File: src/hw/rtl/tape_pulse_player_defines.svh
// Assertion macros for the tape pulse player.
// Used by the top level; expects clk and rst_n in the including scope.
`ifndef TAPE_PULSE_PLAYER_DEFINES_SVH
`define TAPE_PULSE_PLAYER_DEFINES_SVH

`ifndef SYNTH

// The consequent must hold in the same cycle as the antecedent.
`define TPP_ASSERT_NOW(label, ante, cons) \
    label: assert property (@(posedge clk) disable iff (!rst_n) (ante) |-> (cons)) \
        else $error("tape_pulse_player: same-cycle check failed");

// The consequent must hold in the cycle after the antecedent.
`define TPP_ASSERT_NEXT(label, ante, cons) \
    label: assert property (@(posedge clk) disable iff (!rst_n) (ante) |=> (cons)) \
        else $error("tape_pulse_player: next-cycle check failed");

`else

`define TPP_ASSERT_NOW(label, ante, cons)
`define TPP_ASSERT_NEXT(label, ante, cons)

`endif

`endif

File: src/hw/rtl/tpp_pkg.sv
// Shared types and constants for the tape pulse player.
// No dependencies; imported by every module of the block.
`default_nettype none

package tpp_pkg;

    // Default store depth and pulse length width.
    localparam int TPP_PULSE_DEPTH = 65536;
    localparam int TPP_PULSE_BITS  = 24;

    // Item operation codes; code 7 is unused and changes nothing.
    typedef enum logic [2:0] {
        OP_TICK   = 3'd0,
        OP_APPEND = 3'd1,
        OP_PLAY   = 3'd2,
        OP_STOP   = 3'd3,
        OP_MOTOR  = 3'd4,
        OP_REWIND = 3'd5,
        OP_EJECT  = 3'd6
    } tpp_op_t;

    // Single-bit status of one result.
    typedef struct packed {
        logic rise;
        logic fall;
        logic ended;
        logic playing;
        logic motor;
        logic loaded;
    } tpp_flags_t;

endpackage

`default_nettype wire

File: src/hw/rtl/tpp_transport.sv
// Transport state and per-item update of the tape pulse player.
// Keeps the store read address on the next head entry. Depends on tpp_pkg.
`default_nettype none

module tpp_transport
    import tpp_pkg::*;
#(
    parameter int PULSE_DEPTH = TPP_PULSE_DEPTH,
    parameter int PULSE_BITS  = TPP_PULSE_BITS
) (
    input  wire logic                                 clk,
    input  wire logic                                 rst_n,
    input  wire logic                                 fire,
    input  wire logic [2:0]                           opcode,
    input  wire logic [PULSE_BITS-1:0]                pulse_cycles,
    input  wire logic                                 motor_value,
    input  wire logic [PULSE_BITS-1:0]                head_len,
    output logic                                      wr_en,
    output logic      [$clog2(PULSE_DEPTH)-1:0]       wr_addr,
    output logic      [PULSE_BITS-1:0]                wr_data,
    output logic      [$clog2(PULSE_DEPTH)-1:0]       rd_addr,
    output tpp_flags_t                                flags_next,
    output logic      [$clog2(PULSE_DEPTH+1)-1:0]     head_next
);

    localparam int ADDR_BITS  = $clog2(PULSE_DEPTH);
    localparam int INDEX_BITS = $clog2(PULSE_DEPTH + 1);
    localparam logic [INDEX_BITS-1:0] DEPTH_IDX = INDEX_BITS'(PULSE_DEPTH);

    logic [INDEX_BITS-1:0] head_reg;
    logic [INDEX_BITS-1:0] total_reg;
    logic [INDEX_BITS-1:0] total_next;
    logic [PULSE_BITS-1:0] rise_cnt_reg;
    logic [PULSE_BITS-1:0] rise_cnt_next;
    logic [PULSE_BITS-1:0] fall_cnt_reg;
    logic [PULSE_BITS-1:0] fall_cnt_next;
    logic                  rise_arm_reg;
    logic                  rise_arm_next;
    logic                  fall_arm_reg;
    logic                  fall_arm_next;
    logic                  play_reg;
    logic                  play_next;
    logic                  motor_reg;
    logic                  motor_next;

    logic                  loaded;
    logic                  has_next;
    logic                  sched;
    logic                  rise_hit;
    logic                  fall_hit;
    logic                  ended;
    logic [PULSE_BITS-1:0] rise_dec;
    logic [PULSE_BITS-1:0] fall_dec;
    logic [PULSE_BITS-1:0] half_len;

    assign loaded   = (total_reg != '0);
    assign has_next = (head_reg < total_reg);
    assign rise_dec = rise_cnt_reg - 1'b1;
    assign fall_dec = fall_cnt_reg - 1'b1;
    assign half_len = head_len >> 1;

    // Store write: appends go to the entry just past the tape end.
    assign wr_addr = total_reg[ADDR_BITS-1:0];
    assign wr_data = pulse_cycles;

    // Next-state logic for one transferred item.
    always_comb
    begin
        head_next     = head_reg;
        total_next    = total_reg;
        rise_cnt_next = rise_cnt_reg;
        fall_cnt_next = fall_cnt_reg;
        rise_arm_next = rise_arm_reg;
        fall_arm_next = fall_arm_reg;
        play_next     = play_reg;
        motor_next    = motor_reg;
        wr_en         = 1'b0;
        sched         = 1'b0;
        rise_hit      = 1'b0;
        fall_hit      = 1'b0;
        ended         = 1'b0;

        if (fire)
        begin
            unique case (tpp_op_t'(opcode))
                OP_TICK:
                begin
                    if (loaded && play_reg && motor_reg)
                    begin
                        if (rise_arm_reg)
                        begin
                            rise_cnt_next = rise_dec;
                            if (rise_dec == '0)
                            begin
                                rise_hit      = 1'b1;
                                rise_arm_next = 1'b0;
                            end
                        end
                        if (fall_arm_reg)
                        begin
                            fall_cnt_next = fall_dec;
                            if (fall_dec == '0)
                            begin
                                fall_hit      = 1'b1;
                                fall_arm_next = 1'b0;
                                if (has_next)
                                begin
                                    sched = 1'b1;
                                end
                                else
                                begin
                                    play_next  = 1'b0;
                                    motor_next = 1'b0;
                                    ended      = 1'b1;
                                end
                            end
                        end
                    end
                end
                OP_APPEND:
                begin
                    if (total_reg < DEPTH_IDX)
                    begin
                        wr_en      = 1'b1;
                        total_next = total_reg + 1'b1;
                    end
                end
                OP_PLAY:
                begin
                    if (loaded)
                    begin
                        play_next = 1'b1;
                        sched     = has_next;
                    end
                end
                OP_STOP:
                begin
                    play_next  = 1'b0;
                    motor_next = 1'b0;
                end
                OP_MOTOR:
                begin
                    motor_next = motor_value;
                end
                OP_REWIND:
                begin
                    head_next = '0;
                end
                OP_EJECT:
                begin
                    if (loaded)
                    begin
                        play_next  = 1'b0;
                        motor_next = 1'b0;
                        head_next  = '0;
                        total_next = '0;
                    end
                end
                default:
                begin
                end
            endcase
        end

        // Scheduling loads the head pulse over any countdown update above.
        if (sched)
        begin
            rise_cnt_next = half_len;
            fall_cnt_next = head_len;
            rise_arm_next = (half_len != '0);
            fall_arm_next = (head_len != '0);
            head_next     = head_reg + 1'b1;
        end
    end

    // Read ahead so the head entry is ready on the next item.
    always_comb
    begin
        if (head_next < DEPTH_IDX)
        begin
            rd_addr = head_next[ADDR_BITS-1:0];
        end
        else
        begin
            rd_addr = '0;
        end
    end

    // Status after the item.
    assign flags_next.rise    = rise_hit;
    assign flags_next.fall    = fall_hit;
    assign flags_next.ended   = ended;
    assign flags_next.playing = play_next;
    assign flags_next.motor   = motor_next;
    assign flags_next.loaded  = (total_next != '0);

    // Transport state registers.
    always_ff @(posedge clk or negedge rst_n)
    begin
        if (!rst_n)
        begin
            head_reg     <= '0;
            total_reg    <= '0;
            rise_cnt_reg <= '0;
            fall_cnt_reg <= '0;
            rise_arm_reg <= 1'b0;
            fall_arm_reg <= 1'b0;
            play_reg     <= 1'b0;
            motor_reg    <= 1'b0;
        end
        else
        begin
            head_reg     <= head_next;
            total_reg    <= total_next;
            rise_cnt_reg <= rise_cnt_next;
            fall_cnt_reg <= fall_cnt_next;
            rise_arm_reg <= rise_arm_next;
            fall_arm_reg <= fall_arm_next;
            play_reg     <= play_next;
            motor_reg    <= motor_next;
        end
    end

endmodule

`default_nettype wire

File: config.mk
export PLATFORM = sky130hd
export DESIGN_NAME = tpp_transport
export DESIGN_NICKNAME = d
export VERILOG_FILES = /design/src/hw/rtl/tape_pulse_player_defines.svh /design/src/hw/rtl/tpp_pkg.sv /design/src/hw/rtl/tpp_transport.sv
export SDC_FILE = /design/constraint.sdc
export NUM_CORES = 1
export LEC_CHECK = 0
export ABC_AREA = 1
export BUFFER_PORTS_ARGS = -buffer_cell sky130_fd_sc_hd__clkbuf_2
export CAP_MARGIN = 30
export CORE_ASPECT_RATIO = 1.5
export CORE_MARGIN = 5
export CORE_UTILIZATION = 61
export DETAILED_ROUTE_END_ITERATION = 8
export HOLD_SLACK_MARGIN = 0.12
export PLACE_DENSITY = 0.87
export SKIP_LAST_GASP = 1
export SLEW_MARGIN = 20
export SYNTH_ARGS = -nofsm -noshare
export SYNTH_HDL_FRONTEND = slang
export SYNTH_SLANG_ARGS = --single-unit
File: constraint.sdc
create_clock -name clk -period 6 [get_ports clk]
set_input_delay 0.6 -clock clk [delete_from_list [all_inputs] [get_ports clk]]
set_output_delay 0.6 -clock clk [all_outputs]
set_load 0.01 [all_outputs]
# --- Word level (Yosys, flattened, before mapping) ---
# Cells that the tools add are included.
totals:
  output_inout_bits: 80
  word_cells: 110
  inputBits: 55
  romBits: 0
  latchBits: 0
  ramBits: 0
  reg_bits: 86
  memories: 0
op_classes:
  n_div: 0
  eq_ne: 6
  n_reduce_logical: 17
  add_sub_neg: 4
  muxes: 72
  magnitude_cmp: 3
  bitwise_logic: 0
  multipliers: 0
  shifts: 0
ops:
  columns: ["cell", "n"]
  rows:
  - ["2-to-1 mux 24 bit", 10]
  - ["2-to-1 mux 17 bit", 6]
  - ["one-hot mux 17 bit (2 select lines)", 2]
  - ["2-to-1 mux 1 bit", 50]
  - ["logical NOT 24 bit", 2]
  - ["nonzero test 24 bit", 2]
  - ["subtractor 24 x 1 -> 24 bit, second input constant", 2]
  - ["adder 17 x 1 -> 17 bit, second input constant", 2]
  - ["< comparator 17 bit, second input constant", 2]
  - ["nonzero test 17 bit", 2]
  - ["< comparator 17 bit", 1]
  - ["2-to-1 mux 16 bit", 1]
  - ["nonzero test 2 bit", 5]
  - ["== test 3 bit, second input constant", 3]
  - ["one-hot mux 1 bit (4 select lines)", 2]
  - ["AND reduction 4 bit", 2]
  - ["== test 3 x 2 -> 1 bit, second input constant", 2]
  - ["== test 3 x 1 -> 1 bit, second input constant", 1]
  - ["logical NOT 3 bit", 1]
  - ["AND reduction 3 bit", 1]
  - ["logical AND 1 bit", 2]
  - ["one-hot mux 1 bit (2 select lines)", 1]

# --- Longest topological paths before layout ---
logic_depth:
  ltp_word: 10
  depth_mapped: 19
  mapped_depth_nobuf: 18

# --- Worst setup path after synthesis ---
# Ideal clock, no wire load.
synth_timing:
  path_kind: "register to output"
  start: "reg total_reg[6]"
  end: "out rd_addr[10]"
  n_path_buf: 1
  arrival_ns: 2.583
  stages_incl_launch_ff: 15
  slack_ns: 2.817
  t_required_ns: 5.400
  cell_sequence: "dfrtp_1 inv_1 ha_1 a21oi_1 nor2_1 a211oi_1 nand2_1 nand2_1 nand3_1 nor2_1 clkbuf_1 nand3_1 nand2_1 clkinv_1 nor2_1"
synth_between:
  elab_chain_len: 10
  elab_cells_between_ends: 17
  cone_classes: "order compare: 2; mux: 12; reduce/logical: 3"
synth_lines:
  columns: ["element", "line", "source"]
  rows:
  - ["start: declaration", "tpp_transport.sv:31", "logic [INDEX_BITS-1:0] total_reg;"]
  - ["start signal: assignment", "tpp_transport.sv:214", "total_reg <= total_next;"]
  - ["< comparator 17 bit", "tpp_transport.sv:57", "assign has_next = (head_reg < total_reg);"]
  - ["2-to-1 mux 1 bit", "tpp_transport.sv:106", "if (has_next)"]
  - ["2-to-1 mux 1 bit", "tpp_transport.sv:102", "if (fall_dec == '0)"]
  - ["2-to-1 mux 1 bit", "tpp_transport.sv:99", "if (fall_arm_reg)"]
  - ["2-to-1 mux 1 bit", "tpp_transport.sv:88", "if (loaded && play_reg && motor_reg)"]
  - ["one-hot mux 1 bit (2 select lines)", "tpp_transport.sv:85", "unique case (tpp_op_t'(opcode))"]
  - ["2-to-1 mux 1 bit", "tpp_transport.sv:83", "if (fire)"]
  - ["2-to-1 mux 17 bit *", "tpp_transport.sv:166", "if (sched)"]
  - ["named net head_next[10]", "tpp_transport.sv:23", "output logic [$clog2(PULSE_DEPTH+1)-1:0] head_next"]
  - ["< comparator 17 bit", "tpp_transport.sv:179", "if (head_next < DEPTH_IDX)"]
  - ["2-to-1 mux 16 bit *", "tpp_transport.sv:179", null]
  - ["end: declaration", "tpp_transport.sv:21", "output logic [$clog2(PULSE_DEPTH)-1:0] rd_addr,"]
# Mark *: on every way through the listed nets, which the timed path passes. The rest lies on a longest branch.

# --- Final worst setup path ---
layout_timing:
  start: "reg fall_cnt_reg[0]"
  end: "out rd_addr[9]"
layout_between:
  elab_chain_len: 10
layout_lines:
  columns: ["element", "line", "source"]
  rows:
  - ["start: declaration", "tpp_transport.sv:35", "logic [PULSE_BITS-1:0] fall_cnt_reg;"]
  - ["start signal: assignment", "tpp_transport.sv:216", "fall_cnt_reg <= fall_cnt_next;"]
  - ["subtractor 24 x 1 -> 24 bit *", "tpp_transport.sv:59", "assign fall_dec = fall_cnt_reg - 1'b1;"]
  - ["logical NOT 24 bit *", "tpp_transport.sv:102", null]
  - ["2-to-1 mux 1 bit *", "tpp_transport.sv:102", null]
  - ["2-to-1 mux 1 bit *", "tpp_transport.sv:99", null]
  - ["2-to-1 mux 1 bit *", "tpp_transport.sv:88", null]
  - ["one-hot mux 1 bit (2 select lines) *", "tpp_transport.sv:85", null]
  - ["2-to-1 mux 1 bit *", "tpp_transport.sv:83", null]
  - ["2-to-1 mux 17 bit *", "tpp_transport.sv:166", null]
  - ["< comparator 17 bit", "tpp_transport.sv:179", null]
  - ["2-to-1 mux 16 bit *", "tpp_transport.sv:179", null]
# Every way passes the cells marked *; elsewhere a longest branch is shown, timed or not.

==> flow_results.org <==
** Routing
- Number of design-rule violations left by the first detailed-router iteration :: 467
- Before antenna repair, the detailed router went through 5 iterations.
- In the routed design, unresolved DRC markers number 0.
- The routed layout has a little over 7k vias.
- Dividing the detail-routed via count by the number of cells gives 5.79.
- Post-DRT Antenna Nets :: 0
- Post-DR wirelength/cell :: roughly 16 um
- Summed over all layers, the routed wires come to 20200 um.

** Synth
- Summed over all instances, the cell type with the most area after synthesis is dfrtp_1.
- The mapped netlist covers 0.00707 mm2.
- The synthesized design contains 0 enable-type register cells.
- Prevailing post-synth register cell :: dfrtp_1
- The synthesized design contains 86 register bits.
- The Yosys step of the flow raised 0 warnings.
- Synth Area in Adders :: a little over 4%
- In this run the mean area of a mapped cell was between 6 and 7 um2.
- Counting every instance in the synthesized netlist gives 1070.
- Yosys attributes the largest share of cell area to dfrtp_1 (30%), nand3_1 (13%), nand2_1 (13%).
- Compound-cell area share of the yosys netlist :: 4.33%
- The share of synthesized area in the top cell type comes to a little under a third.
- By area, the combinational part of the netlist is dominated by simple AND/OR/NAND/NOR gates.
- Sequential cell area fraction in the yosys report :: a little under a third
- Synthesis produced a netlist with a net count of roughly 1.1k.
- Of all flip-flops after synthesis, the portion carrying an async set or reset was between 90% and 100%.
- Yosys cell types :: 48
- Of the total synthesized cell area, the portion taken by AND, OR, NAND and NOR gates is 42.1%.
- Post-synthesis share of cell area spent on xor and xnor gates :: under 10%
- Proportion of synthesized area in mux cells :: 0%

** Layout
- Registers take around 0.0022 mm2.
- Antenna cells :: 0
- Footprint of the multi-input gates :: 0.00395 mm2
- Of the cells placed in the final design, the portion with a size suffix greater than 1 is between 10% and 20%.
- From synthesis to final layout, the design area changed by 6.81%.
- Highest-count cells in the layout ignoring fill and taps :: nand2_1 (239), nand3_1 (186), nor2_1 (154)
- Area of all placed cells without fillers :: between 0.007 and 0.008 mm2
- Fillers :: approximately 1.0k
- Number of nets at the end of the flow :: 1180
- The library cell used most frequently in the layout, excluding fill and tap cells, is nand2_1.

** Timing
- Derived from the worst setup path, the maximum achievable clock frequency is 230 MHz.
- Final count of hold timing violations :: 0
- Remaining max-slew budget at the tightest pin :: just under 40%
- For the pin with the worst max-slew slack, the measured transition is just over 900 ps.
- Setup violations remaining at the end of the flow were counted as 0.
- Clock skew on the completed layout was measured at 10.1 ps.
- Share of the cycle needed by the critical path after routing :: 72.4%
- Setup total negative slack on the finished layout was measured at 0 ps.
- Setup repair after global routing left no endpoint under its margin.
- The smallest clock period supported by the final layout is computed as approximately 4300 ps.
- Final slew viol count :: 0

** Pwr
- Leakage power figure :: 4.07 nW
- Power density relative to cell area :: ~370 mW/mm2
- Max rail drop VDD :: around 0.00017 V

** Min path
- The worst hold path belongs to the class primary input to asynchronous set/reset pin.

** Floorplanning
- From left edge to right edge, the die measures 97.9 um.
- Floorplan Core Area :: between 0.01 and 0.015 mm2
- The floorplan has 48 rows.
- Full die area :: about 0.014 mm2
- DIE HEIGHT :: roughly 140 um
- # IOs :: about 140
- Initial core utilization :: about three fifths

** GRT
- In the global route stage, overall resource usage came out at 29.5%.
- Global routing used about 5.5% of the available met3 tracks.
- Global routing used a little over half of the available met2 tracks.
- Remaining global-route overflow :: 0
- The global routing stage identified its most utilized layer as met2.
- The initial antenna violation count came to 0.
- Global routing consumed, on the met1 layer, a little under a third of the routing resources.
- Pin count of the biggest net entering global routing :: 91
- Global-route wire length before repair :: roughly 33000 um
- The via count of the first global-routing pass came to ~7.2k.

** Clocking
- Buffer depth of the longest clock path :: 2
- The clock reaches the later pin of the worst-skew pair after ~350 ps.
- Resized Gates After CTS :: 0
- Post-CTS setup buffer count :: 0
- Clock tree synthesis found a total of 86 sinks.
- Clock tree from TritonCTS :: built
- The number of clock buffers added by TritonCTS is 9.
- Clock-pin slew reported for the worst setup and hold paths after clock tree synthesis :: roughly 60 ps
- Root buffer selected by CTS :: clkbuf_16
- The H-tree was split into 3 levels.
- Number of hold buffers added after CTS :: 0

** Worst setup path
- STA classifies the critical path endpoint as an output pin.
- CP required :: 5400 ps
- Maximum fanout along the worst path :: 90
- Arrival time reported for the critical path endpoint :: between 3000 and 4000 ps
- Critical path launch point type :: flip-flop
- The critical path in this run is classified as flip-flop to output pin.

** Run
- Max cap viols :: 0

** Place
- During placement, the flow inserted port buffers numbering 86.
- The placed instances occupy a cell area of between 0.007 and 0.008 mm2.
- Half-perimeter wire length after detailed placement :: 15500 um
- Gp weighted congestion :: between 0.9 and 1

** Status
- Status :: finished clean
## per-layer routing
layer	routed length, um	share of wire (%)	up-vias
li1	-	-	3482
met1	7110	35	3344
met2	10600	52	368
met3	1350	6.7	82
met4	1130	5.6	0
met5	0	0	-
## cell type report
type | instances | area share, %
Multi-Input combinational cell | 782 | 52.3
Sequential cell | 86 | 28.5
Inverter | 133 | 6.61
Timing Repair Buffer | 90 | 6.13
Clock buffer | 10 | 3.03
Tap cell | 150 | 2.48
Clock inverter | 5 | 0.994
## power by group
group	total [mW]	switching (mW)	internal (mW)
clock	0.590	0.230	0.360
sequential	0.917	0.191	0.725
combinational	1.30	0.858	0.446
## synth_stat cells, types with 2 or more instances
| master | number |
|---|---|
| nand2_1 | 239 |
| nand3_1 | 186 |
| nor2_1 | 154 |
| inv_1 | 109 |
| dfrtp_1 | 86 |
| buf_4 | 46 |
| xor2_1 | 32 |
| ha_1 | 23 |
| nor3_1 | 23 |
| nand4_1 | 22 |
| o21ai_0 | 21 |
| clkinv_1 | 19 |
| a21oi_1 | 14 |
| clkbuf_1 | 13 |
| nor4_1 | 10 |
| xnor2_1 | 10 |
| buf_6 | 6 |
| nand3b_1 | 6 |
| inv_2 | 5 |
| nand2_4 | 4 |
| nor2_2 | 4 |
| nor2_4 | 4 |
| o21ai_1 | 3 |
| a22oi_1 | 2 |
| and2_0 | 2 |
| buf_1 | 2 |
| buf_2 | 2 |
| nand2_2 | 2 |
| or2_2 | 2 |
## worst max-delay path: stages, from the launching register on
cell and delay [ps]:
dfrtp_1 420, inv_2 150, ha_1 250, nand2_1 70, nor2_1 80, nand2_1 110, nor2_1 220, nand3_1 140
nand2_1 120, nand3_1 110, nor2_2 170, nand4_2 110, nand2_4 220, nand2_4 500, nand2_2 250, nand2_4 150
nor2_1 150, clkbuf_2 140
## cells by family after synthesis
logic type,Yosys count
AOI/OAI and AO/OA,53
xor gates and xnor gates,42
adders and majority gates,23
buffers and inverters,202
DFF,86
and+or+nand+nor,664
## stage by stage
stage | util (%) | power, mW | worst slack (ps) | std cells | hold WS (ps)
after floorplan | - | 1.89 | 2820 | 1070 | 304
after global placement | 63.2 | 2.17 | 2120 | 1241 | 494
after detailed placement | 63.2 | 2.20 | 2000 | 1241 | 510
after CTS | 65.9 | 2.80 | 1610 | 1256 | 201
after global routing | 65.9 | 3.03 | 1200 | 1256 | 228
final | 65.9 | 2.81 | 1660 | 1256 | 193
## worst paths after layout
kind	from	to	slack, ps	cells after the start
min in group clk	fall_arm_reg	fall_arm_reg	520	2
hold / removal	rst_n	rise_cnt_reg[23]	190	1
setup / recovery	fall_cnt_reg[0]	rd_addr[9]	1660	17
hold reg to reg	fall_arm_reg	fall_arm_reg	520	2
max in group asynchronous	rst_n	fall_cnt_reg[5]	4740	2
setup reg to reg	fall_cnt_reg[0]	rise_cnt_reg[2]	2220	16
Power figures use the tool's default switching activity.
